**src/sv/sdiv_pkg.sv**
```systemverilog
// ----------------------------------------------------------------------------
// sdiv_pkg
// Shared constants and types for the pipelined signed divider.
// ----------------------------------------------------------------------------
package sdiv_pkg;

  localparam int SDIV_DATA_WIDTH = 32;

  // Sign and special-case flags that travel with each transaction.
  typedef struct packed {
    logic a_neg;   // dividend negative: remainder takes this sign
    logic q_neg;   // operand signs differ: quotient is negated
    logic b_zero;  // divisor is zero: quotient forced to zero
  } sdiv_flags_t;

endpackage

```
**src/sv/sdiv_prep.sv**
```systemverilog
// ----------------------------------------------------------------------------
// sdiv_prep
// Input stage: takes operand magnitudes and records the sign and zero-divisor flags.
// ----------------------------------------------------------------------------
module sdiv_prep import sdiv_pkg::*; #(
  parameter int DATA_WIDTH = SDIV_DATA_WIDTH
) (
  input  logic                         clk,
  input  logic                         rst_n,
  input  logic                         up_valid,
  output logic                         up_stall,
  input  logic signed [DATA_WIDTH-1:0] dividend,
  input  logic signed [DATA_WIDTH-1:0] divisor,
  output logic                         dn_valid,
  input  logic                         dn_stall,
  output logic        [DATA_WIDTH-1:0] dvd_mag,
  output logic        [DATA_WIDTH-1:0] dvs_mag,
  output sdiv_flags_t                  flags
);

  logic                  valid_r;
  logic [DATA_WIDTH-1:0] dvd_mag_r, dvd_mag_nxt;
  logic [DATA_WIDTH-1:0] dvs_mag_r, dvs_mag_nxt;
  sdiv_flags_t           flags_r, flags_nxt;
  logic                  a_neg, b_neg;

  assign up_stall = valid_r & dn_stall;

  always_comb begin
    a_neg             = dividend[DATA_WIDTH-1];
    b_neg             = divisor[DATA_WIDTH-1];
    dvd_mag_nxt       = a_neg ? (~dividend + 1'b1) : dividend;
    dvs_mag_nxt       = b_neg ? (~divisor + 1'b1) : divisor;
    flags_nxt.a_neg   = a_neg;
    flags_nxt.q_neg   = a_neg ^ b_neg;
    flags_nxt.b_zero  = (divisor == '0);
  end

  always_ff @(posedge clk) begin
    if (!rst_n) begin
      valid_r <= 1'b0;
    end else if (!up_stall) begin
      valid_r <= up_valid;
    end
  end

  always_ff @(posedge clk) begin
    if (up_valid && !up_stall) begin
      dvd_mag_r <= dvd_mag_nxt;
      dvs_mag_r <= dvs_mag_nxt;
      flags_r   <= flags_nxt;
    end
  end

  assign dn_valid = valid_r;
  assign dvd_mag  = dvd_mag_r;
  assign dvs_mag  = dvs_mag_r;
  assign flags    = flags_r;

endmodule

```
**config.mk**
```make
export PLATFORM = sky130hd
export DESIGN_NAME = sdiv_prep
export DESIGN_NICKNAME = d
export VERILOG_FILES = /design/src/sv/sdiv_pkg.sv /design/src/sv/sdiv_prep.sv
export SDC_FILE = /design/constraint.sdc
export NUM_CORES = 1
export LEC_CHECK = 0
export ABC_AREA = 1
export BUFFER_PORTS_ARGS = -buffer_cell sky130_fd_sc_hd__buf_2
export CORE_MARGIN = 8
export CORE_UTILIZATION = 51
export CTS_BUF_LIST = sky130_fd_sc_hd__clkbuf_16
export DETAILED_ROUTE_END_ITERATION = 7
export PLACE_DENSITY_LB_ADDON = 0.08
export SLEW_MARGIN = 20
export SYNTH_ARGS = -nofsm -noshare
export SYNTH_HDL_FRONTEND = slang
export SYNTH_SLANG_ARGS = --single-unit
```
**constraint.sdc**
```tcl
create_clock -name clk -period 4.1 [get_ports clk]
set_input_delay 0.205 -clock clk [delete_from_list [all_inputs] [get_ports clk]]
set_output_delay 0.205 -clock clk [all_outputs]
set_load 0.005 [all_outputs]
```
# Yosys cells after proc, flatten, opt, wreduce, memory -nomap -nowiden
# Cells that the tools add are included.
word_totals:
  regBits: 68
  inputBits: 68
  out_inout_bits: 69
op_classes:
  add_sub_neg: 2
  mux: 2
  bitwise_logic: 4
  n_reduce_logical: 3
op_table:
  columns: ["operator", "n"]
  rows:
  - ["adder 32 x 1 -> 32 bit, second input constant", 2]
  - ["inverter 32 bit", 2]
  - ["2-to-1 mux 31 bit", 2]
  - ["logical NOT 32 bit", 1]
  - ["bitwise AND 1 bit", 1]
  - ["logical AND 1 bit", 1]
  - ["logical NOT 1 bit", 1]
  - ["XOR 1 bit", 1]

# Depth between registers and ports, before layout
logic_depth:
  depth_word: 3
  ltp_mapped: 9

# Least setup slack after synthesis
# Ideal clock, no wire load.
synth_timing:
  path_kind: "register to register"
  from: "reg valid_r (netlist: dn_valid)"
  to: "reg dvd_mag_r[0] (netlist: dvd_mag[0]) (enable)"
  setup_time_ns: 0.493
  arrival_ns: 3.243
  t_required_ns: 3.607
  setup_slack_ns: 0.364
  stages_incl_launch_ff: 4
  cell_sequence: "dfxtp_1 > nand2_1 > inv_1 > nor2_1"
synth_between:
  elab_chain_len: 3
synth_rtl:
  columns: ["item", "line", "rtl"]
  rows:
  - ["start, declared", "sdiv_prep.sv:21", "logic valid_r;"]
  - ["start signal, assigned", "sdiv_prep.sv:43", "valid_r <= up_valid;"]
  - ["bitwise AND 1 bit", "sdiv_prep.sv:27", "assign up_stall = valid_r & dn_stall;"]
  - ["net up_stall", "sdiv_prep.sv:11", "output logic up_stall,"]
  - ["logical NOT 1 bit", "sdiv_prep.sv:48", "if (up_valid && !up_stall) begin"]
  - ["logical AND 1 bit", "sdiv_prep.sv:48", null]
  - ["end signal, assigned", "sdiv_prep.sv:49", "dvd_mag_r <= dvd_mag_nxt;"]
  - ["end, declared", "sdiv_prep.sv:22", "logic [DATA_WIDTH-1:0] dvd_mag_r, dvd_mag_nxt;"]
# The timed path passes the listed nets, and every way through them passes these cells.
# A chain may end at the register's enable or synchronous reset.

# Worst setup path after layout
layout_timing:
  from: "reg valid_r (netlist: dn_valid)"
  to: "reg dvd_mag_r[4] (netlist: dvd_mag[4]) (enable)"
layout_between:
  elab_chain_len: 3
layout_rtl:
  columns: ["item", "line"]
  rows:
  - ["bitwise AND 1 bit", "sdiv_prep.sv:27"]
  - ["logical NOT 1 bit", "sdiv_prep.sv:48"]
  - ["logical AND 1 bit", "sdiv_prep.sv:48"]
# No other way between the ends.

==> qor.yml <==
status:
  outcome: "completed"
power:
  ir_worst_vdd_v: 0.000191
  pwr-share-comb_pct: 16.2
  p_leak_nw: 2.35
  p_per_area_nw_per_um2: 352
  seq_power_share_pct: 46.5
  p_int_w: 0.00135
  p_sw_share_pct: 25.9
  power_switching_w: 0.000471
  clock_power_share_pct: 37.2
worst_setup_path:
  critical-path-top-delay-family: "buffers and inverters"
  startpoint: "dn_valid"
  worstSetupPathType: "flop to flop"
  crit_fanout: 42
  cp.buffers_inverters: 2
  cp-end-kind: "flop"
  r2r-start: "dn_valid"
  reg2reg_depth: 4
  worst_path_max_delay_cell: "nor2_4"
  critPathMaxStageDelay_ns: 0.59
  arrival_ns: 1.98
  cp-start-kind: "flop"
  crit_chain: "nand2_1, inv_1, nor2_4, buf_4"
  path_depth: 4
  required_ns: 4.06
yosys:
  syn_area_um2: 4120
  ys_warn_count: 0
  synthTopCellsByArea: "edfxtp_1 (49%), nand2_1 (17%), nor2_1 (7.6%), nand3_1 (4.3%), xnor2_1 (3.8%)"
  synth_nets: 584
  synth_most_common_cell: "nand2_1"
  postSynth.asyncResetShare_pct: 0
  synth_edf_count: 67
  yosys-top-cells-count: "nand2_1 (184), nor2_1 (83), edfxtp_1 (67)"
  syn_avg_cell_area_um2: 8.04
  synth_flop_cell: "edfxtp_1"
  synth_top_cell_by_area: "edfxtp_1"
  synth_seq_cells: 68
  ys_seq_area_share_pct: 49.4
  ys_types: 25
  synth_top_area_share_pct: 48.9
  synth_cells: 512
routing:
  drt-vias-per-instance: 5.11
  wirelength_um: 11300
  drt_iter0_drc: 210
  wire_per_inst_um: 14.8
  vias: 3882
  postRouteAntennaNets: 0
  firstDrtPassIters: 5
  drc_errors: 0
floorplan:
  start_util_pct: 53.0
  dieHeight_um: 106
  row_count: 32
  die_area_um2: 11200
  die_w_um: 106
  io_pins: 137
  coreArea_um2: 7770
clocking:
  cts_tree: "built"
  cts_num_sinks: 68
  cts_buffers: 9
  htree_levels: 3
  cts_setup_buffers: 0
  clk_pin_slew_ns: 0.06
  clockRootBuffer: "clkbuf_16"
  clock_path_buffers: 2
  cts_resized: 0
  ctsHoldBuffers: 0
  clock_latency_ns: 0.33
placed_design:
  dp_hpwl_um: 8900
  numPortBuffers: 136
  gp_congestion: 0.905
  placed_cells: 744
sta:
  slew_headroom_pct: 48.8
  fmax_mhz: 493
  fin_tns_setup_ns: 0
  hold_slack_ns: 0.0687
  tightest_slew_ns: 0.767
  rsz0062_at_grt: "false"
  hold_viol_final: 0
  skew_ns: 0.00859
  fin_crit_sh_pct: 49.4
  fin_crit_ns: 2.03
  setup_viol: 0
  finalMaxSlewViolations: 0
grt:
  overflow: 0
  grt_pass1_wl_um: 18100
  grt_pass1_vias: 3773
  antenna_found_initial: 0
  grt_usage_pct: 19.9
  grt_start_max_net_pins: 43
layout:
  antenna_cells: 0
  layout-drive-gt1-share_pct: 27.1
  area_growth_pct: 25.4
  finalNonFillerCells: 760
  nets: 725
min_path:
  hold_depth: 1
  hold_class: "input pin to flop"
  hold_start: "dividend[0]"
job:
  max_cap_violations: 0
cell type report:
class	instances	area, um^2
Inverter	42	158
Clock buffer	9	225
Sequential cell	68	2030
Fill cell	700	2610
Clock inverter	7	36.3
Tap cell	102	128
Timing Repair Buffer	137	688
Multi-Input combinational cell	395	1900
state kept, by name, summed over array words and instances (netlist names):
register and flops:
dvd_mag 32, dvs_mag 32, dn_valid 1, flags 3
path summary, 6_finish.rpt:
path | to | slack, ns
min reg2reg | dn_valid | 0.50
max reg2reg | dvd_mag[4] | 2.07
min | dvd_mag[0] | 0.07
max | dvd_mag[4] | 2.07
routing by layer:
metal | GRT usage (%) | routed length [um] | up-vias
met5 | 0 | 0 | -
met4 | 6.63 | 153 | 0
met3 | 5.36 | 1060 | 16
met2 | 30.2 | 4820 | 172
met1 | 26.9 | 5210 | 1759
li1 | - | - | 1935
cells in the final DEF, fill, tap and decap left out:
cell        instances
nor2_2             13
nand3_1            35
ha_1                4
nor3_1              3
buf_2             136
buf_4               1
o21ai_1             9
clkbuf_16           9
o211ai_1            2
nor2_1             82
a21oi_2             1
a21boi_0            1
o21ai_2             3
edfxtp_1           67
inv_1              42
xor2_1             12
dfxtp_1             1
clkinvlp_4          2
nand2_2             1
nand3b_1            6
nor2_4              8
a21oi_1             3
inv_2               2
xnor2_1            18
clkinv_2            2
nand2_1           184
clkinv_1            1
nand4_1             3
o21ai_0             7
stage by stage:
step           worst slack [ns]  total power, W  utilization [%]  instance area [um^2]
3_3_place_gp               2.13         0.00115             63.1                  4900
2_1_floorplan             0.364         0.00102                -                  4120
6_report                   2.07         0.00182             66.5                  5160
4_1_cts                    2.03         0.00183             66.5                  5160
5_1_grt                    1.93         0.00189             66.5                  5160
3_5_place_dp               2.02         0.00115             63.1                  4900
worst reg2reg max path, cell delays in order, from the launching register on:
cell     delay (ns)
dfxtp_1        0.31
nand2_1        0.07
inv_1          0.08
nor2_4         0.59
buf_4          0.60
power by group through the flow:
stage	Combinational (W)	Sequential [W]	Clock, W
6_report	0.000295	0.000846	0.000677
5_1_grt	0.000329	0.000850	0.000708
4_1_cts	0.000296	0.000846	0.000689
3_5_place_dp	0.000295	0.000859	0
3_3_place_gp	0.000289	0.000859	0
2_1_floorplan	0.000146	0.000870	0
kinds of logic (layout without fill, tap and decap cells):
| logic type | after synthesis | count (layout) | synth area share, % |
|---|---|---|---|
| flip-flops | 68 | 68 | 49.4 |
| XOR/XNOR | 30 | 30 | 6.38 |
| adder cells (fa/ha/maj) | 4 | 4 | 1.22 |
| AND/OR/NAND/NOR | 335 | 335 | 34.6 |
| AO/OA/AOI/OAI | 26 | 26 | 3.71 |
| buffers and inverters | 49 | 195 | 4.74 |
(Power assumes the default switching activity.)
