$ cat src/sv/sdiv_pkg.sv
// ----------------------------------------------------------------------------
// sdiv_pkg
// Shared constants and types for the pipelined signed divider.
// ----------------------------------------------------------------------------
package sdiv_pkg;

  localparam int SDIV_DATA_WIDTH = 32;

  // Sign and special-case flags that travel with each transaction.
  typedef struct packed {
    logic a_neg;   // dividend negative: remainder takes this sign
    logic q_neg;   // operand signs differ: quotient is negated
    logic b_zero;  // divisor is zero: quotient forced to zero
  } sdiv_flags_t;

endpackage

$ cat src/sv/sdiv_fix.sv
// ----------------------------------------------------------------------------
// sdiv_fix
// Output stage: applies signs, handles a zero divisor, holds the result.
// ----------------------------------------------------------------------------
module sdiv_fix import sdiv_pkg::*; #(
  parameter int DATA_WIDTH = SDIV_DATA_WIDTH
) (
  input  logic                         clk,
  input  logic                         rst_n,
  input  logic                         up_valid,
  output logic                         up_stall,
  input  logic        [DATA_WIDTH-1:0] rem_mag,
  input  logic        [DATA_WIDTH-1:0] quo_mag,
  input  sdiv_flags_t                  flags,
  output logic                         dn_valid,
  input  logic                         dn_stall,
  output logic signed [DATA_WIDTH-1:0] quotient,
  output logic signed [DATA_WIDTH-1:0] remainder,
  output logic        [DATA_WIDTH-1:0] quotient_magnitude
);

  logic                  valid_r;
  logic [DATA_WIDTH-1:0] quo_r, quo_nxt;
  logic [DATA_WIDTH-1:0] rem_r, rem_nxt;
  logic [DATA_WIDTH-1:0] qmag_r, qmag_nxt;

  assign up_stall = valid_r & dn_stall;

  // With a zero divisor the remainder path already yields the dividend
  // magnitude, so only the quotient needs overriding.
  always_comb begin
    qmag_nxt = flags.b_zero ? '0 : quo_mag;
    quo_nxt  = flags.q_neg ? (~qmag_nxt + 1'b1) : qmag_nxt;
    rem_nxt  = flags.a_neg ? (~rem_mag + 1'b1) : rem_mag;
  end

  always_ff @(posedge clk) begin
    if (!rst_n) begin
      valid_r <= 1'b0;
    end else if (!up_stall) begin
      valid_r <= up_valid;
    end
  end

  always_ff @(posedge clk) begin
    if (up_valid && !up_stall) begin
      quo_r  <= quo_nxt;
      rem_r  <= rem_nxt;
      qmag_r <= qmag_nxt;
    end
  end

  assign dn_valid           = valid_r;
  assign quotient           = quo_r;
  assign remainder          = rem_r;
  assign quotient_magnitude = qmag_r;

endmodule
$ cat config.mk
export PLATFORM = sky130hd
export DESIGN_NAME = sdiv_fix
export DESIGN_NICKNAME = d
export VERILOG_FILES = /design/src/sv/sdiv_pkg.sv /design/src/sv/sdiv_fix.sv
export SDC_FILE = /design/constraint.sdc
export NUM_CORES = 1
export LEC_CHECK = 0
export BUFFER_PORTS_ARGS = -buffer_cell sky130_fd_sc_hd__buf_4
export CORE_ASPECT_RATIO = 1.4
export CORE_MARGIN = 2
export CORE_UTILIZATION = 51
export DETAILED_ROUTE_END_ITERATION = 8
export GPL_ROUTABILITY_DRIVEN = 0
export PLACE_DENSITY_LB_ADDON = 0.25
export RECOVER_POWER = 100
export SLEW_MARGIN = 15
export SYNTH_ARGS = -nofsm -noshare
export SYNTH_HDL_FRONTEND = slang
export SYNTH_SLANG_ARGS = --single-unit
$ cat constraint.sdc
create_clock -name clk -period 7.14 [get_ports clk]
set_clock_uncertainty 0.1 [all_clocks]
set_input_delay 0.714 -clock clk [delete_from_list [all_inputs] [get_ports clk]]
set_output_delay 0.714 -clock clk [all_outputs]
set_load 0.01 [all_outputs]
**Word-level counts from Yosys, hierarchy flattened**

Index checks and enable logic that the tools add are counted.

- Add/subtract/negate cells: 2
- Multipliers: 0
- Divide/modulo/power cells: 0
- Order comparisons: 0
- Eq/ne operators: 0
- Shift operators: 0
- Mux-type cells: 3
- Bitwise operators: 3
- Reduce and logical (&&, ||, !) cells: 2

Operators by type and width:

| operator | number |
|---|---|
| 2-to-1 mux 32 bit | 3 |
| adder 32 x 1 -> 32 bit, second input constant | 2 |
| inverter 32 bit | 2 |
| AND 1 bit | 1 |
| logical AND 1 bit | 1 |
| zero test 1 bit | 1 |

- Bits in registers: 97
- Latch bits: 0
- Memory bits (writable): 0
- Bits in read-only memories: 0
- Output and inout port bits: 98
- Memories kept: 0

**Longest topological paths before layout**

- Depth after elaboration: 4
- Mapped depth: 9
- Depth with buffers taken out: 6

**Least setup slack after synthesis**

OpenSTA, ideal clock, no wires.

- Kind: input to register
- From: input port dn_stall
- To: register quo_r[0] (netlist: quotient[0]), enable pin
- Setup time: 0.560 ns
- Arrival: 5.131 ns
- Required time: 6.480 ns
- Setup slack: 1.349 ns
- Cell stages on the path: 2
- Buffers on the path: 0
- Cell sequence: and2_1 > nor2b_1

- Longest elaborated chain between the ends: 3

Ends and longest elaborated chain:

| what | RTL line | RTL |
|---|---|---|
| from (decl) | sdiv_fix.sv:16 | `input logic dn_stall,` |
| AND 1 bit | sdiv_fix.sv:27 | `assign up_stall = valid_r & dn_stall;` |
| zero test 1 bit | sdiv_fix.sv:46 | `if (up_valid && !up_stall) begin` |
| logical AND 1 bit | sdiv_fix.sv:46 |  |
| to (signal assigned) | sdiv_fix.sv:47 | `quo_r <= quo_nxt;` |
| to (decl) | sdiv_fix.sv:23 | `logic [DATA_WIDTH-1:0] quo_r, quo_nxt;` |

Every way passes these cells.
A chain may end at the register's enable or synchronous reset.

**Final worst setup path**

- From: input port flags[0] (netlist bit)
- To: register quo_r[26] (netlist: quotient[26]) (data pin)

- Longest elaborated chain between the ends: 4

Ends and longest elaborated chain:

| what | RTL line | RTL |
|---|---|---|
| from (decl) | sdiv_fix.sv:14 | `input sdiv_flags_t flags,` |
| 2-to-1 mux 32 bit (*) | sdiv_fix.sv:32 | `qmag_nxt = flags.b_zero ? '0 : quo_mag;` |
| inverter 32 bit | sdiv_fix.sv:33 | `quo_nxt = flags.q_neg ? (~qmag_nxt + 1'b1) : qmag_nxt;` |
| adder 32 x 1 -> 32 bit | sdiv_fix.sv:33 |  |
| 2-to-1 mux 32 bit (*) | sdiv_fix.sv:33 |  |
| named net quo_nxt[26] | sdiv_fix.sv:23 |  |

The timed path passes the listed nets; every way through them passes the cells marked *.

==> flow_summary_export.csv <==
group,metric,value,unit
synthesis,synthDistinctLibCells,52,
final_layout,final_cells,694,
clocking,ctsResizeCount,0,
final_layout,num_antenna_cells,0,
critical_path,worstPathRequired,7.13,ns
sta,maxSlewHeadroom,-51.0,%
floorplanning,start_util,52.3,%
route,drc,0,
sta,max_freq,0.232,GHz
floorplanning,die_w,87.3,um
floorplanning,io_pins,169,
route,routedWlPerCell,17.7,um
power_and_ir_drop,ir_worst_vdd,0.000133,V
route,via_per_inst,5.86,
sta,layout_setup_ws,2.83,ns
sta,worstMarginPinSlew,2.27,ns
clocking,htreeDepth,3,
sta,finalSetupViolations,0,
power_and_ir_drop,p_leak,2.20,nW
clocking,clk_latency,0.34,ns
critical_path,r2r_slack,3.24,ns
global_routing,grt_pass1_wl,18500,um
critical_path,cp_max_fo,58,
floorplanning,rows,42,
route,wirelength,12300,um
route,drt_iter0_drc,324,
placed_design,numPortBuffers,168,
route,ant_nets,0,
critical_path,cpPeakStageDelay,1.58,ns
synthesis,yosysWarnings,0,
synthesis,syn_inst,418,
placed_design,dp_hpwl,9270,um
sta,rsz0062_at_grt,"false",
clocking,cts_root_buf,"clkbuf_16",
synthesis,ys_ff_latch,96,
clocking,postCtsSetupBuffers,0,
synthesis,synth_edf_count,95,
sta,drv_slew,91,
clocking,clock_sinks,96,
outcome,status,"complete, but fails checks",
placed_design,placedCellCount,677,
synthesis,syn_area,0.00495,mm^2
critical_path,worstPathArrival,4.30,ns
synthesis,syn_nets,491,
route,num_vias,4066,
clocking,cts_buffers,9,
synthesis,avgSynthCellArea,11.8,um^2
final_layout,layout-drive-gt1-share,16.8,%
final_layout,syn_to_final_growth,25.3,%
critical_path,crit_path_end_kind,"flip-flop",
global_routing,grt_max_degree,59,
global_routing,grt_antenna_before_repair,0,
synthesis,ys_seq_area_share,58.1,%
critical_path,crit_slowest_cell,"clkbuf_1",
sta,tns,0,ns
critical_path,crit_chain,"clkbuf_1, nand2b_1, ha_1, nor4b_1, a2111oi_0, a21o_1, or3_1",
route,firstDrtPassIters,5,
critical_path,worstSetupStartpointType,"primary input",
sta,fin_crit_sh,60.3,%
outcome,violations,"max-capacitance violations, max-slew violations",
critical_path,critPathKind,"primary input to flip-flop",
global_routing,grt_usage,23.1,%
power_and_ir_drop,powerDensity,230,mW/mm^2
synthesis,synthFlopType,"edfxtp_1",
clocking,cts_hold_buf,0,
global_routing,grt_overflow,0,
clocking,tritoncts,"done",
global_routing,grt_pass1_vias,3869,
sta,hold_violations,0,
floorplanning,core,0.00946,mm^2
floorplanning,die_h,121,um
clocking,path_clk_slew,0.06,ns
placed_design,place_ws,3.82,ns
synthesis,async_reset_ff_share,0,%
final_layout,fin_nets,652,
clocking,ctsLongestPathBuffers,2,
flow_run,maxCapViolations,3,
sta,hold_slack,0.470,ns
sta,period_minus_slack,4.31,ns
hold_path,hold_path.class,"primary input to flip-flop",
floorplanning,die_area,0.0105,mm^2
## cell usage in the layout, fill, tap and decap left out, types with 3 or more instances in the layout
cell       instances
a21oi_1            7
a31oi_1           12
a41oi_1            6
buf_4             65
bufinv_16          3
clkbuf_1         104
clkbuf_16          9
edfxtp_1          95
inv_1             13
mux2_2             7
nand2_1           11
nand2b_1           6
nand3_1            8
nand4_1            6
nor2_1            41
nor2b_1           31
nor3_1             9
nor4_1            11
o21ai_0           19
o2bb2ai_1          3
o31ai_1           11
o41ai_1            6
or2_2              6
or3_1              6
or4_1             13
xnor2_1           26
xor2_1            15
## registers in the layout, summed over array words and instances, names as in the netlist
name / flops
quotient: 32
remainder: 32
quotient_magnitude: 31
dn_valid: 1
## kinds of logic (layout without fill, tap and decap cells)
group	after synthesis	after routing	synth area share (%)
and+or+nand+nor	157	157	18.2
xor gates and xnor gates	41	41	7.26
DFF	96	96	58.1
adders and majority gates	2	2	0.506
buffers and inverters	34	200	2.68
AOI/OAI and AO/OA	81	81	11.7
muxes	7	7	1.59
## layer usage
layer | GRT usage (%) | vias up | routed length (um)
met5 | 0 | - | 0
met1 | 24.2 | 1912 | 4220
met3 | 7.65 | 37 | 1140
met2 | 40.5 | 201 | 6460
met4 | 11.3 | 0 | 421
li1 | - | 1916 | -
## where the power goes
part           leakage, nW  internal (W)  switching, W
Sequential           0.944      0.000675     0.0000114
Combinational         1.09     0.0000814      0.000127
Clock                0.164      0.000341      0.000194
## critical path: cells and delay by family
family                   cells  cell delay, ns
adder cells (fa/ha/maj)      1            0.55
AND/OR/NAND/NOR              3            1.01
AO/OA/AOI/OAI                2            0.40
buffers and inverters        1            1.58
## cell type report
cell class / count / area (um^2)
Inverter: 14 / 52.6
Timing Repair Buffer: 170 / 890
Fill cell: 783 / 3260
Clock buffer: 10 / 229
Clock inverter: 6 / 108
Sequential cell: 96 / 2870
Tap cell: 110 / 138
Multi-Input combinational cell: 288 / 1910
## path summary, 6_finish.rpt
path	startpoint	endpoint	cells after the start
hold reg to reg	dn_valid	dn_valid	2
hold / removal	rst_n	dn_valid	2
setup / recovery	flags[0]	quotient[26]	7
setup reg to reg	dn_valid	quotient_magnitude[17]	4
## per-stage QoR
| step | power (W) | cell area, um^2 | util (%) |
|---|---|---|---|
| 6_report | 0.00143 | 6200 | 65.6 |
| 4_1_cts | 0.00147 | 6620 | 70.0 |
| 2_1_floorplan | 0.000814 | 4950 | - |
| 3_5_place_dp | 0.000941 | 6280 | 66.4 |
| 3_3_place_gp | 0.000933 | 6280 | 66.4 |
| 5_1_grt | 0.00147 | 6200 | 65.6 |
## synthesized netlist by cell type, drive strengths merged (2+ instances only)
| master | instances | area, um^2 |
|---|---|---|
| edfxtp | 95 | 2850 |
| nor2 | 41 | 154 |
| nor2b | 31 | 194 |
| xnor2 | 26 | 228 |
| o21ai | 19 | 95.1 |
| clkbuf | 16 | 60.1 |
| xor2 | 15 | 131 |
| nor4 | 14 | 121 |
| inv | 13 | 48.8 |
| or4 | 13 | 109 |
| a31oi | 12 | 75.1 |
| nand2 | 11 | 41.3 |
| o31ai | 11 | 87.6 |
| nor3 | 9 | 45.0 |
| nand3 | 8 | 40.0 |
| a21oi | 7 | 35.0 |
| mux2 | 7 | 78.8 |
| a41oi | 6 | 52.6 |
| nand2b | 6 | 37.5 |
| nand4 | 6 | 37.5 |
| o41ai | 6 | 60.1 |
| or2 | 6 | 37.5 |
| or3 | 6 | 37.5 |
| buf | 4 | 20.0 |
| o2bb2ai | 3 | 26.3 |
| a22o | 2 | 17.5 |
| and2 | 2 | 12.5 |
| ha | 2 | 25.0 |
| nor4b | 2 | 17.5 |
| o311a | 2 | 20.0 |
| o311ai | 2 | 17.5 |
| o31a | 2 | 17.5 |
Note: power is estimated with default switching activity, not from simulation.
