<file path="config.mk">
export PLATFORM = sky130hd
export DESIGN_NAME = sdiv_step
export DESIGN_NICKNAME = d
export VERILOG_FILES = /design/src/sv/sdiv_pkg.sv /design/src/sv/sdiv_step.sv
export SDC_FILE = /design/constraint.sdc
export NUM_CORES = 1
export LEC_CHECK = 0
export BUFFER_PORTS_ARGS = -buffer_cell sky130_fd_sc_hd__buf_2
export CAP_MARGIN = 20
export CORE_MARGIN = 5
export CORE_UTILIZATION = 43
export DETAILED_ROUTE_END_ITERATION = 6
export MAX_ROUTING_LAYER = met4
export PLACE_DENSITY = 0.74
export REMOVE_ABC_BUFFERS = 1
export SKIP_CTS_REPAIR_TIMING = 1
export SLEW_MARGIN = 20
export SYNTH_ARGS = -nofsm -noshare
export SYNTH_HDL_FRONTEND = slang
export SYNTH_SLANG_ARGS = --single-unit
</file>
<file path="constraint.sdc">
create_clock -name clk -period 7.8 [get_ports clk]
set_input_delay 1.56 -clock clk [delete_from_list [all_inputs] [get_ports clk]]
set_output_delay 1.56 -clock clk [all_outputs]
set_load 0.005 [all_outputs]
</file>
<file path="src/sv/sdiv_pkg.sv">
// ----------------------------------------------------------------------------
// sdiv_pkg
// Shared constants and types for the pipelined signed divider.
// ----------------------------------------------------------------------------
package sdiv_pkg;

  localparam int SDIV_DATA_WIDTH = 32;

  // Sign and special-case flags that travel with each transaction.
  typedef struct packed {
    logic a_neg;   // dividend negative: remainder takes this sign
    logic q_neg;   // operand signs differ: quotient is negated
    logic b_zero;  // divisor is zero: quotient forced to zero
  } sdiv_flags_t;

endpackage

</file>
<file path="src/sv/sdiv_step.sv">
// ----------------------------------------------------------------------------
// sdiv_step
// One restoring-division stage: retires one quotient bit per transaction.
// ----------------------------------------------------------------------------
module sdiv_step import sdiv_pkg::*; #(
  parameter int DATA_WIDTH = SDIV_DATA_WIDTH
) (
  input  logic                  clk,
  input  logic                  rst_n,
  input  logic                  up_valid,
  output logic                  up_stall,
  input  logic [DATA_WIDTH-1:0] rem_in,
  input  logic [DATA_WIDTH-1:0] quo_in,
  input  logic [DATA_WIDTH-1:0] dvs_in,
  input  sdiv_flags_t           flags_in,
  output logic                  dn_valid,
  input  logic                  dn_stall,
  output logic [DATA_WIDTH-1:0] rem_out,
  output logic [DATA_WIDTH-1:0] quo_out,
  output logic [DATA_WIDTH-1:0] dvs_out,
  output sdiv_flags_t           flags_out
);

  logic                  valid_r;
  logic [DATA_WIDTH-1:0] rem_r, rem_nxt;
  logic [DATA_WIDTH-1:0] quo_r, quo_nxt;
  logic [DATA_WIDTH-1:0] dvs_r;
  sdiv_flags_t           flags_r;
  logic [DATA_WIDTH:0]   trial;
  logic [DATA_WIDTH:0]   diff;
  logic                  q_bit;

  assign up_stall = valid_r & dn_stall;

  // quo holds unprocessed dividend bits at the top, quotient bits shift in below
  always_comb begin
    trial   = {rem_in, quo_in[DATA_WIDTH-1]};
    diff    = trial - {1'b0, dvs_in};
    q_bit   = ~diff[DATA_WIDTH];
    rem_nxt = q_bit ? diff[DATA_WIDTH-1:0] : trial[DATA_WIDTH-1:0];
    quo_nxt = {quo_in[DATA_WIDTH-2:0], q_bit};
  end

  always_ff @(posedge clk) begin
    if (!rst_n) begin
      valid_r <= 1'b0;
    end else if (!up_stall) begin
      valid_r <= up_valid;
    end
  end

  always_ff @(posedge clk) begin
    if (up_valid && !up_stall) begin
      rem_r   <= rem_nxt;
      quo_r   <= quo_nxt;
      dvs_r   <= dvs_in;
      flags_r <= flags_in;
    end
  end

  assign dn_valid  = valid_r;
  assign rem_out   = rem_r;
  assign quo_out   = quo_r;
  assign dvs_out   = dvs_r;
  assign flags_out = flags_r;

endmodule

</file>
Yosys cells after proc, flatten, opt, wreduce, memory -nomap -nowiden
Index checks and enable logic that the tools add are counted.
Widths: inputs -> output; s select.
{"block": "totals", "register_bits": 100, "latchBits": 0, "ram_bits": 0, "mem_bits_ro": 0, "in_bits": 103, "output_inout_bits": 101, "word_cells": 13, "memories": 0}
{"block": "op_classes", "add_sub_neg": 1, "multipliers": 0, "n_div": 0, "n_lt_le_gt_ge": 0, "eq_ne": 0, "shift": 0, "muxes": 1, "bitwise_logic": 2, "reduce_logical": 2}
{"cell": "$sub 33x32->33", "count": 1}
{"cell": "$mux 32", "count": 1}
{"cell": "$and 1x1->1", "count": 1}
{"cell": "$logic_and 1x1->1", "count": 1}
{"cell": "$logic_not 1->1", "count": 1}
{"cell": "$not 1->1", "count": 1}

Longest topological paths before layout
Gate-level depths: netlist of run 1.
{"block": "logic_depth", "depth_word": 3, "mapped_depth": 12}

Worst setup path before layout of run 1
OpenSTA, ideal clock, no wires.
{"block": "synth_path", "path_kind": "input -> register", "from": "input dn_stall", "to": "register dvs_r[0], in the netlist dvs_out[0] (enable)", "setup_time_ns": 0.569, "t_arrival_ns": 6.142, "required_time_ns": 7.231, "slack_ns": 1.089, "stages": 2, "path_buffers": 0, "path_cell_list": "and2_1 nor2b_1"}
{"block": "synth_between", "elab_chain_cells": 3}
{"item": "start, declared", "line_no": "sdiv_step.sv:17", "rtl": "input logic dn_stall,"}
{"item": "$and 1x1->1", "line_no": "sdiv_step.sv:33", "rtl": "assign up_stall = valid_r & dn_stall;"}
{"item": "$logic_not 1->1", "line_no": "sdiv_step.sv:53", "rtl": "if (up_valid && !up_stall) begin"}
{"item": "$logic_and 1x1->1", "line_no": "sdiv_step.sv:53"}
{"item": "end signal, assigned", "line_no": "sdiv_step.sv:56", "rtl": "dvs_r <= dvs_in;"}
{"item": "end, declared", "line_no": "sdiv_step.sv:27", "rtl": "logic [DATA_WIDTH-1:0] dvs_r;"}
Every way passes these cells.
A chain may end at the register's enable or synchronous reset.

Final worst setup path of run 1
{"block": "layout_path", "from": "input dvs_in[16]", "to": "register rem_r[22], in the netlist rem_out[22], data pin"}
{"block": "layout_between", "elab_chain_cells": 2}
{"item": "start, declared", "line_no": "sdiv_step.sv:14", "rtl": "input logic [DATA_WIDTH-1:0] dvs_in,"}
{"item": "$sub 33x32->33", "line_no": "sdiv_step.sv:38", "rtl": "diff = trial - {1'b0, dvs_in};"}
{"item": "$mux 32", "line_no": "sdiv_step.sv:40", "rtl": "rem_nxt = q_bit ? diff[DATA_WIDTH-1:0] : trial[DATA_WIDTH-1:0];"}
{"item": "via rem_nxt[22]", "line_no": "sdiv_step.sv:25", "rtl": "logic [DATA_WIDTH-1:0] rem_r, rem_nxt;"}
{"item": "end signal, assigned", "line_no": "sdiv_step.sv:54", "rtl": "rem_r <= rem_nxt;"}
{"item": "end, declared", "line_no": "sdiv_step.sv:25"}
The timed path passes the listed nets, and every way through them passes these cells.

==> results of run 1 <==
placed cells by master, fill, tap and decap left out, types with 2 or more instances in the layout:
cell type,instances
a211oi_1,5
nand3_1,10
o41ai_1,3
and2_1,3
o2111ai_1,2
nor3_1,3
nand4_1,6
ha_1,32
xnor2_1,12
edfxtp_1,99
and4_1,2
clkinv_2,2
a21oi_1,29
o31ai_1,5
nand2_1,44
a31oi_1,2
clkbuf_16,9
a21o_1,16
a41o_1,2
and3_1,5
nand2b_1,5
o21ai_0,24
buf_2,203
a21boi_0,4
o21bai_1,6
o21a_1,5
nor2b_1,5
xor2_1,12
mux2_4,19
nor2_1,19
o211ai_1,8
inv_1,38
logic make-up (layout without fill, tap and decap cells):
kind of cell	Yosys count	in the layout
compound gates	118	118
flops	100	100
other cells	0	1
buf+inv	56	260
xor+xnor	24	24
fa+ha+maj	33	33
simple gates	108	108
mux	21	21
per-layer routing:
metal / vias up / wire length [um]
li1: 2108 / -
met5: - / 0
met3: 11 / 1241
met1: 1998 / 5785
met2: 152 / 7066
met4: 0 / 99
flip-flops by register name, summed over array words and instances (netlist names):
register	cells
flags_out	3
dvs_out	32
rem_out	32
dn_valid	1
quo_out	32
stage by stage:
stage                     utilization  hold slack [ps]
after floorplan                     -            621.6
after CTS                      0.5512            703.8
after global placement         0.5277            645.5
final                          0.5514            706.2
after global routing           0.5514            730.9
after detailed placement       0.5293            688.0
worst max-delay path: cells and delay by family:
| kind | cells | cell delay (ps) |
|---|---|---|
| compound gates | 6 | 1790 |
| fa+ha+maj | 1 | 400 |
| buf+inv | 3 | 620 |
| mux | 1 | 410 |
worst paths after layout:
path	startpoint	depth (start not counted)	endpoint	slack [ps]
worst max-delay path	dvs_in[16]	11	rem_out[22]	3070
worst min-delay path	dn_valid	2	dn_valid	710
worst max register to register	dn_valid	4	rem_out[31]	5560
worst min register to register	dn_valid	2	dn_valid	710
where the power goes:
part | switching (mW) | internal [mW] | total, mW
sequential | 0.0102 | 0.649 | 0.659
clock | 0.197 | 0.218 | 0.415
combinational | 0.179 | 0.153 | 0.332
total | 0.386 | 1.02 | 1.41
area by class of cell:
class | instances | area, sq um
timing repair buffer | 205 | 1044
fill | 1088 | 5638
multi-input combinational | 304 | 2255
sequential | 100 | 2993
clock inverter | 7 | 50.05
inverter | 39 | 146.4
antenna | 1 | 2.502
clock buffer | 9 | 225.2
tap | 172 | 215.2
==> out/summary.txt, run 1 <==
outcome - finished, final reports clean
Avg Cell Area, Syn - 11.90 sq um
post-synthesis sequential area ratio - 0.5469
post-route clock skew - 5.447 ps
worst-case setup margin in the final layout - 3073 ps
final critical delay including setup and external delays - 4727 ps
static power due to leakage - 3.172 nW
width of the die - 122.8 um
area share of fa/ha/maj cells after synthesis - 0.07682
xor and xnor fraction of the mapped netlist area - 0.03841
area delta synth->final - 26.63%
met3 capacity usage during global routing - 0.05300
root buffer selected by CTS - clkbuf_16
top flip-flop cell by instance count after synthesis - edfxtp_1
setup_tns - 0 ps
Iteration-0 DRC Markers - 235
timing-limited maximum frequency - 211.6 MHz
maximum buffer depth of the clock tree - 2
met1 demand-to-capacity share in global routing - 0.2255
fraction of the mapped netlist area in compound gates - 0.1447
critical path class - in -> reg
final hold violation count - 0
initial cell density of the core - 0.4354
share of the synthesized area in the top cell type - 0.5432
sinks on the clock net - 100
DRT Pass-1 Iters - 4
via count - 4269
placement-stage worst setup slack - 2711 ps
RSZ-0062 raised after global routing - false
number of port buffers - 203
remaining max-slew budget at the tightest pin - 0.4903
Final Total Pwr - 1.407 mW
Largest stage delay, worst path - 620 ps
kind of start point of the critical path - input port
WL final - 14190 um
floorplan die height - 122.8 um
cell area after technology mapping - 5473 sq um
mean number of vias per cell - 5.100
number of global-route vias before repair - 4270
Clk Latency, worst-skew pair - 340 ps
fin nets - 795
Post-Layout Cell Count - 837
routed wirelength normalized by instance count - 16.96 um
grt total ovfl - 0
number of placement rows - 41
number of distinct standard cells referenced by the synthesized netlist - 48
area after detailed placement - 6653 sq um
maximum number of pins on one net before global-route repair - 58
number of antenna violations at the first check in global routing - 1
Synth async-reset ratio - 0
Cell Pwr Density - 203.0 nW/um^2
dominant combinational cell family by area after synthesis - compound AO/OA/AOI/OAI gates
HP Class - reg -> reg
data arrival time of the critical path - 4820 ps
max-cap violation count - 0
Final ANT Viol Nets - 0
slew of the pin with the lowest slew margin - 757.8 ps
cell with the most instances after synthesis - edfxtp_1
GRT met2 Usage - 0.3218
instance count after placement with tap cells included - 820
final instance area - 6930 sq um
final worst path period share - 0.6060
number of top-level design ports - 204
number of design rule violations left after detail routing - 0
final-report max-slew violation count - 0
maximum level of the CTS H-tree - 3
area fraction in and, or, nand and nor cells after synthesis - 0.09465
Crit-path slowest cell - o211ai_4
post-synthesis cell count - 460
floorplan die area - 15080 sq um
VDD IR max - 0.08098 mV
weighted congestion reported at the end of routability-driven placement - 0.8333
flip-flop and latch count after synthesis - 100
dominant cell type by area after synthesis - edfxtp_1
layer carrying the most global-route usage - met2
YS warnings - 0
cell breakdown of the critical path - buf_2 -> inv_1 -> ha_1 -> a21oi_4 -> o211ai_1 -> a221o_1 -> a211o_1 -> o21a_1 -> o211ai_4 -> inv_2 -> mux2_4
proportion of layout cells with a drive suffix above 1 - 0.3705
worst endpoint required time - 7890 ps
portion of netlist area occupied by mux cells - 0.05601
type of element capturing the critical path - flip-flop
aggregate global-route resource usage - 0.1902
number of enable-type register cells in the synthesized netlist - 99
wire length of the first global-routing pass - 21470 um
standard cell core area - 12570 sq um
number of CTS-inserted buffers - 9
register clock-pin slew on the reported worst setup and hold paths - 70 ps
top post-synthesis cells by count - 99 x edfxtp_1, 44 x nand2_1, 38 x inv_1, 32 x ha_1, 29 x a21oi_1
Synth area leaders - edfxtp_1 54%, ha_1 7.3%, mux2_4 5.2%
placed wire-length estimate after detailed placement - 11320 um
clock tree from TritonCTS - done
number of failing setup endpoints in the final timing report - 0
Critical Path Fanout Max - 25
(Power assumes the default switching activity.)
==> run 2, diff against run 1 <==
--- a/config.mk
+++ b/config.mk
@@ -5,13 +5,14 @@
 export SDC_FILE = /design/constraint.sdc
 export NUM_CORES = 1
 export LEC_CHECK = 0
+export ABC_AREA = 1
 export BUFFER_PORTS_ARGS = -buffer_cell sky130_fd_sc_hd__buf_2
 export CAP_MARGIN = 20
 export CORE_MARGIN = 5
 export CORE_UTILIZATION = 43
 export DETAILED_ROUTE_END_ITERATION = 6
 export MAX_ROUTING_LAYER = met4
-export PLACE_DENSITY = 0.74
+export PLACE_DENSITY = 0.75
 export REMOVE_ABC_BUFFERS = 1
 export SKIP_CTS_REPAIR_TIMING = 1
 export SLEW_MARGIN = 20
==> constraint.sdc (replaced) <==
create_clock -name clk -period 4.1 [get_ports clk]
set_input_delay 0.82 -clock clk [delete_from_list [all_inputs] [get_ports clk]]
set_output_delay 0.82 -clock clk [all_outputs]
set_load 0.005 [all_outputs]
==> out/summary.txt, run 2 <==
routed length on met3 - 1263 um (+1.8%)
cell area after technology mapping - 6177 sq um (+13%)
via count - 5518 (+29%)
root buffer selected by CTS - clkbuf_16
share of the synthesized area in the top cell type - 0.4813 (-0.06195)
YS warnings - 0 (unchanged)
Util after Layout - 0.5493 (-0.002135)
top metal layer carrying routed signals - met4
fin nets - 1131 (+42%)
most common cell after layout, fill and taps aside - nand2_1
met2 wire length - 8034 um (+14%)
antenna diode count - 0 (-1)
post-synthesis cell count - 785 (+71%)
proportion of layout cells with a drive suffix above 1 - 0.2350 (-0.1355)
type of element capturing the critical path - flip-flop
Synth async-reset ratio - 0 (unchanged)
clock tree from TritonCTS - done
static power due to leakage - 4.243 nW (+34%)
number of failing setup endpoints in the final timing report - 0 (unchanged)
number of placement rows - 43 (+4.9%)
post-route clock skew - 8.421 ps (+2.975 ps)
number of distinct standard cells referenced by the synthesized netlist - 25 (-48%)
kind of start point of the critical path - input port
number of design rule violations left after detail routing - 0 (unchanged)
number of global-route vias before repair - 5320 (+25%)
floorplan die height - 129.9 um (+5.7%)
commonest non-fill, non-tap cells in the layout - 334 x nand2_1, 203 x buf_2, 158 x inv_1
HP Class - reg -> reg
slew of the pin with the lowest slew margin - 957.8 ps (+200.0 ps)
Iteration-0 DRC Markers - 251 (+6.8%)
aggregate global-route resource usage - 0.2052 (+0.01500)
floorplan die area - 16860 sq um (+12%)
cell with the most instances after synthesis - nand2_1
routed wirelength normalized by instance count - 14.44 um (-15%)
final hold violation count - 0 (unchanged)
routed length on met1 - 7589 um (+31%)
initial cell density of the core - 0.4416 (+0.006152)
worst endpoint required time - 4200 ps (-3690 ps)
area delta synth->final - 24.39%
Avg Cell Area, Syn - 7.869 sq um (-34%)
width of the die - 129.9 um (+5.7%)
top flip-flop cell by instance count after synthesis - edfxtp_1
maximum level of the CTS H-tree - 3 (unchanged)
wire length of the first global-routing pass - 26220 um (+22%)
final-report max-slew violation count - 0 (unchanged)
Critical Path Fanout Max - 33 (+32%)
max-cap violation count - 0 (unchanged)
WL final - 17040 um (+20%)
top post-synthesis cells by count - 334 x nand2_1, 158 x inv_1, 99 x edfxtp_1, 40 x nor2_1, 32 x ha_1
VDD IR max - 0.2048 mV (+150%)
Clk Latency, worst-skew pair - 350 ps (about the same)
Worst Hold Slack - 502.4 ps (-203.8 ps)
DRT Pass-1 Iters - 5 (+1)
timing-limited maximum frequency - 373.1 MHz
maximum number of pins on one net before global-route repair - 39 (-33%)
flip-flop and latch count after synthesis - 100 (unchanged)
final worst path period share - 0.6536
sinks on the clock net - 100 (unchanged)
weighted congestion reported at the end of routability-driven placement - 0.8901 (+6.8%)
critical path class - in -> reg
maximum buffer depth of the clock tree - 2 (unchanged)
placed wire-length estimate after detailed placement - 13850 um (+22%)
dominant cell type by area after synthesis - edfxtp_1
final critical delay including setup and external delays - 2680 ps
RSZ-0062 raised after global routing - false
post-synthesis sequential area ratio - 0.4845 (-0.06236)
register clock-pin slew on the reported worst setup and hold paths - 70 ps (about the same)
standard cell core area - 13990 sq um (+11%)
data arrival time of the critical path - 2780 ps (-2040 ps)
Synth area leaders - edfxtp_1 48%, nand2_1 20%, inv_1 9.6%
number of CTS-inserted buffers - 9 (unchanged)
remaining max-slew budget at the tightest pin - 0.3599 (-0.1303)
number of enable-type register cells in the synthesized netlist - 99 (unchanged)
grt total ovfl - 0 (unchanged)
number of port buffers - 203 (unchanged)
Final ANT Viol Nets - 0 (unchanged)
Cell Pwr Density - 354.5 nW/um^2 (+75%)
outcome - finished, final reports clean
mean number of vias per cell - 4.676 (-8.3%)
number of antenna violations at the first check in global routing - 0 (-1)
number of top-level design ports - 204 (unchanged)
run 2: final timing paths:
check | end | start | cells after the start | slack (ps)
setup reg to reg | quo_out[30] | dn_valid | 4 | 2280
hold / removal | dn_valid | dn_valid | 2 | 500
setup / recovery | rem_out[22] | quo_in[31] | 16 | 1420
hold reg to reg | dn_valid | dn_valid | 2 | 500
run 2: stage by stage:
stage	instance area, sq um	setup TNS [ps]	worst slack (ps)	instances	total power, mW
after floorplan	6110	-153130	-1547	779	1.672
after global placement	7398	0	1135	1164	1.916
after detailed placement	7398	0	1021	1164	1.928
after CTS	7684	0	1403	1180	2.756
after global routing	7684	0	1238	1180	2.890
final	7684	0	1420	1180	2.724
run 2: final cells by class:
class                      instances  area [sq um]
clock buffer                      10         229.0
clock inverter                     6         56.30
fill                            1389          6305
inverter                         159         596.8
multi-input combinational        520          2527
sequential                       100          2993
tap                              180         225.2
timing repair buffer             205          1056
run 2: logic make-up after synthesis:
kind of cell,count (synthesis),share of synthesized area
and+or+nand+nor,438,0.2866
buffers and inverters,165,0.1076
DFF,100,0.4845
AOI/OAI and AO/OA,34,0.03200
adders and majority gates,33,0.06806
xor gates and xnor gates,15,0.02127
run 2: per-layer routing:
layer	global-route usage	vias to the layer above
met2	0.3439	179
met4	0.04768	0
met5	-	-
met3	0.04052	15
li1	-	2859
met1	0.2581	2465
run 2: critical path, stage by stage:
cell	delay, ps
buf_2	90
inv_1	40
ha_1	210
fa_1	410
inv_1	100
nand2_1	50
nand2_1	70
nand3_1	70
nand2_2	110
nand2_1	70
nand2_2	80
nand2_2	70
nand3_1	110
nand2_4	230
nand2_1	150
nand2_1	60
run 2: power breakdown:
part / internal [mW] / switching, mW
clock: 0.424 / 0.398
combinational: 0.244 / 0.411
sequential: 1.23 / 0.0181
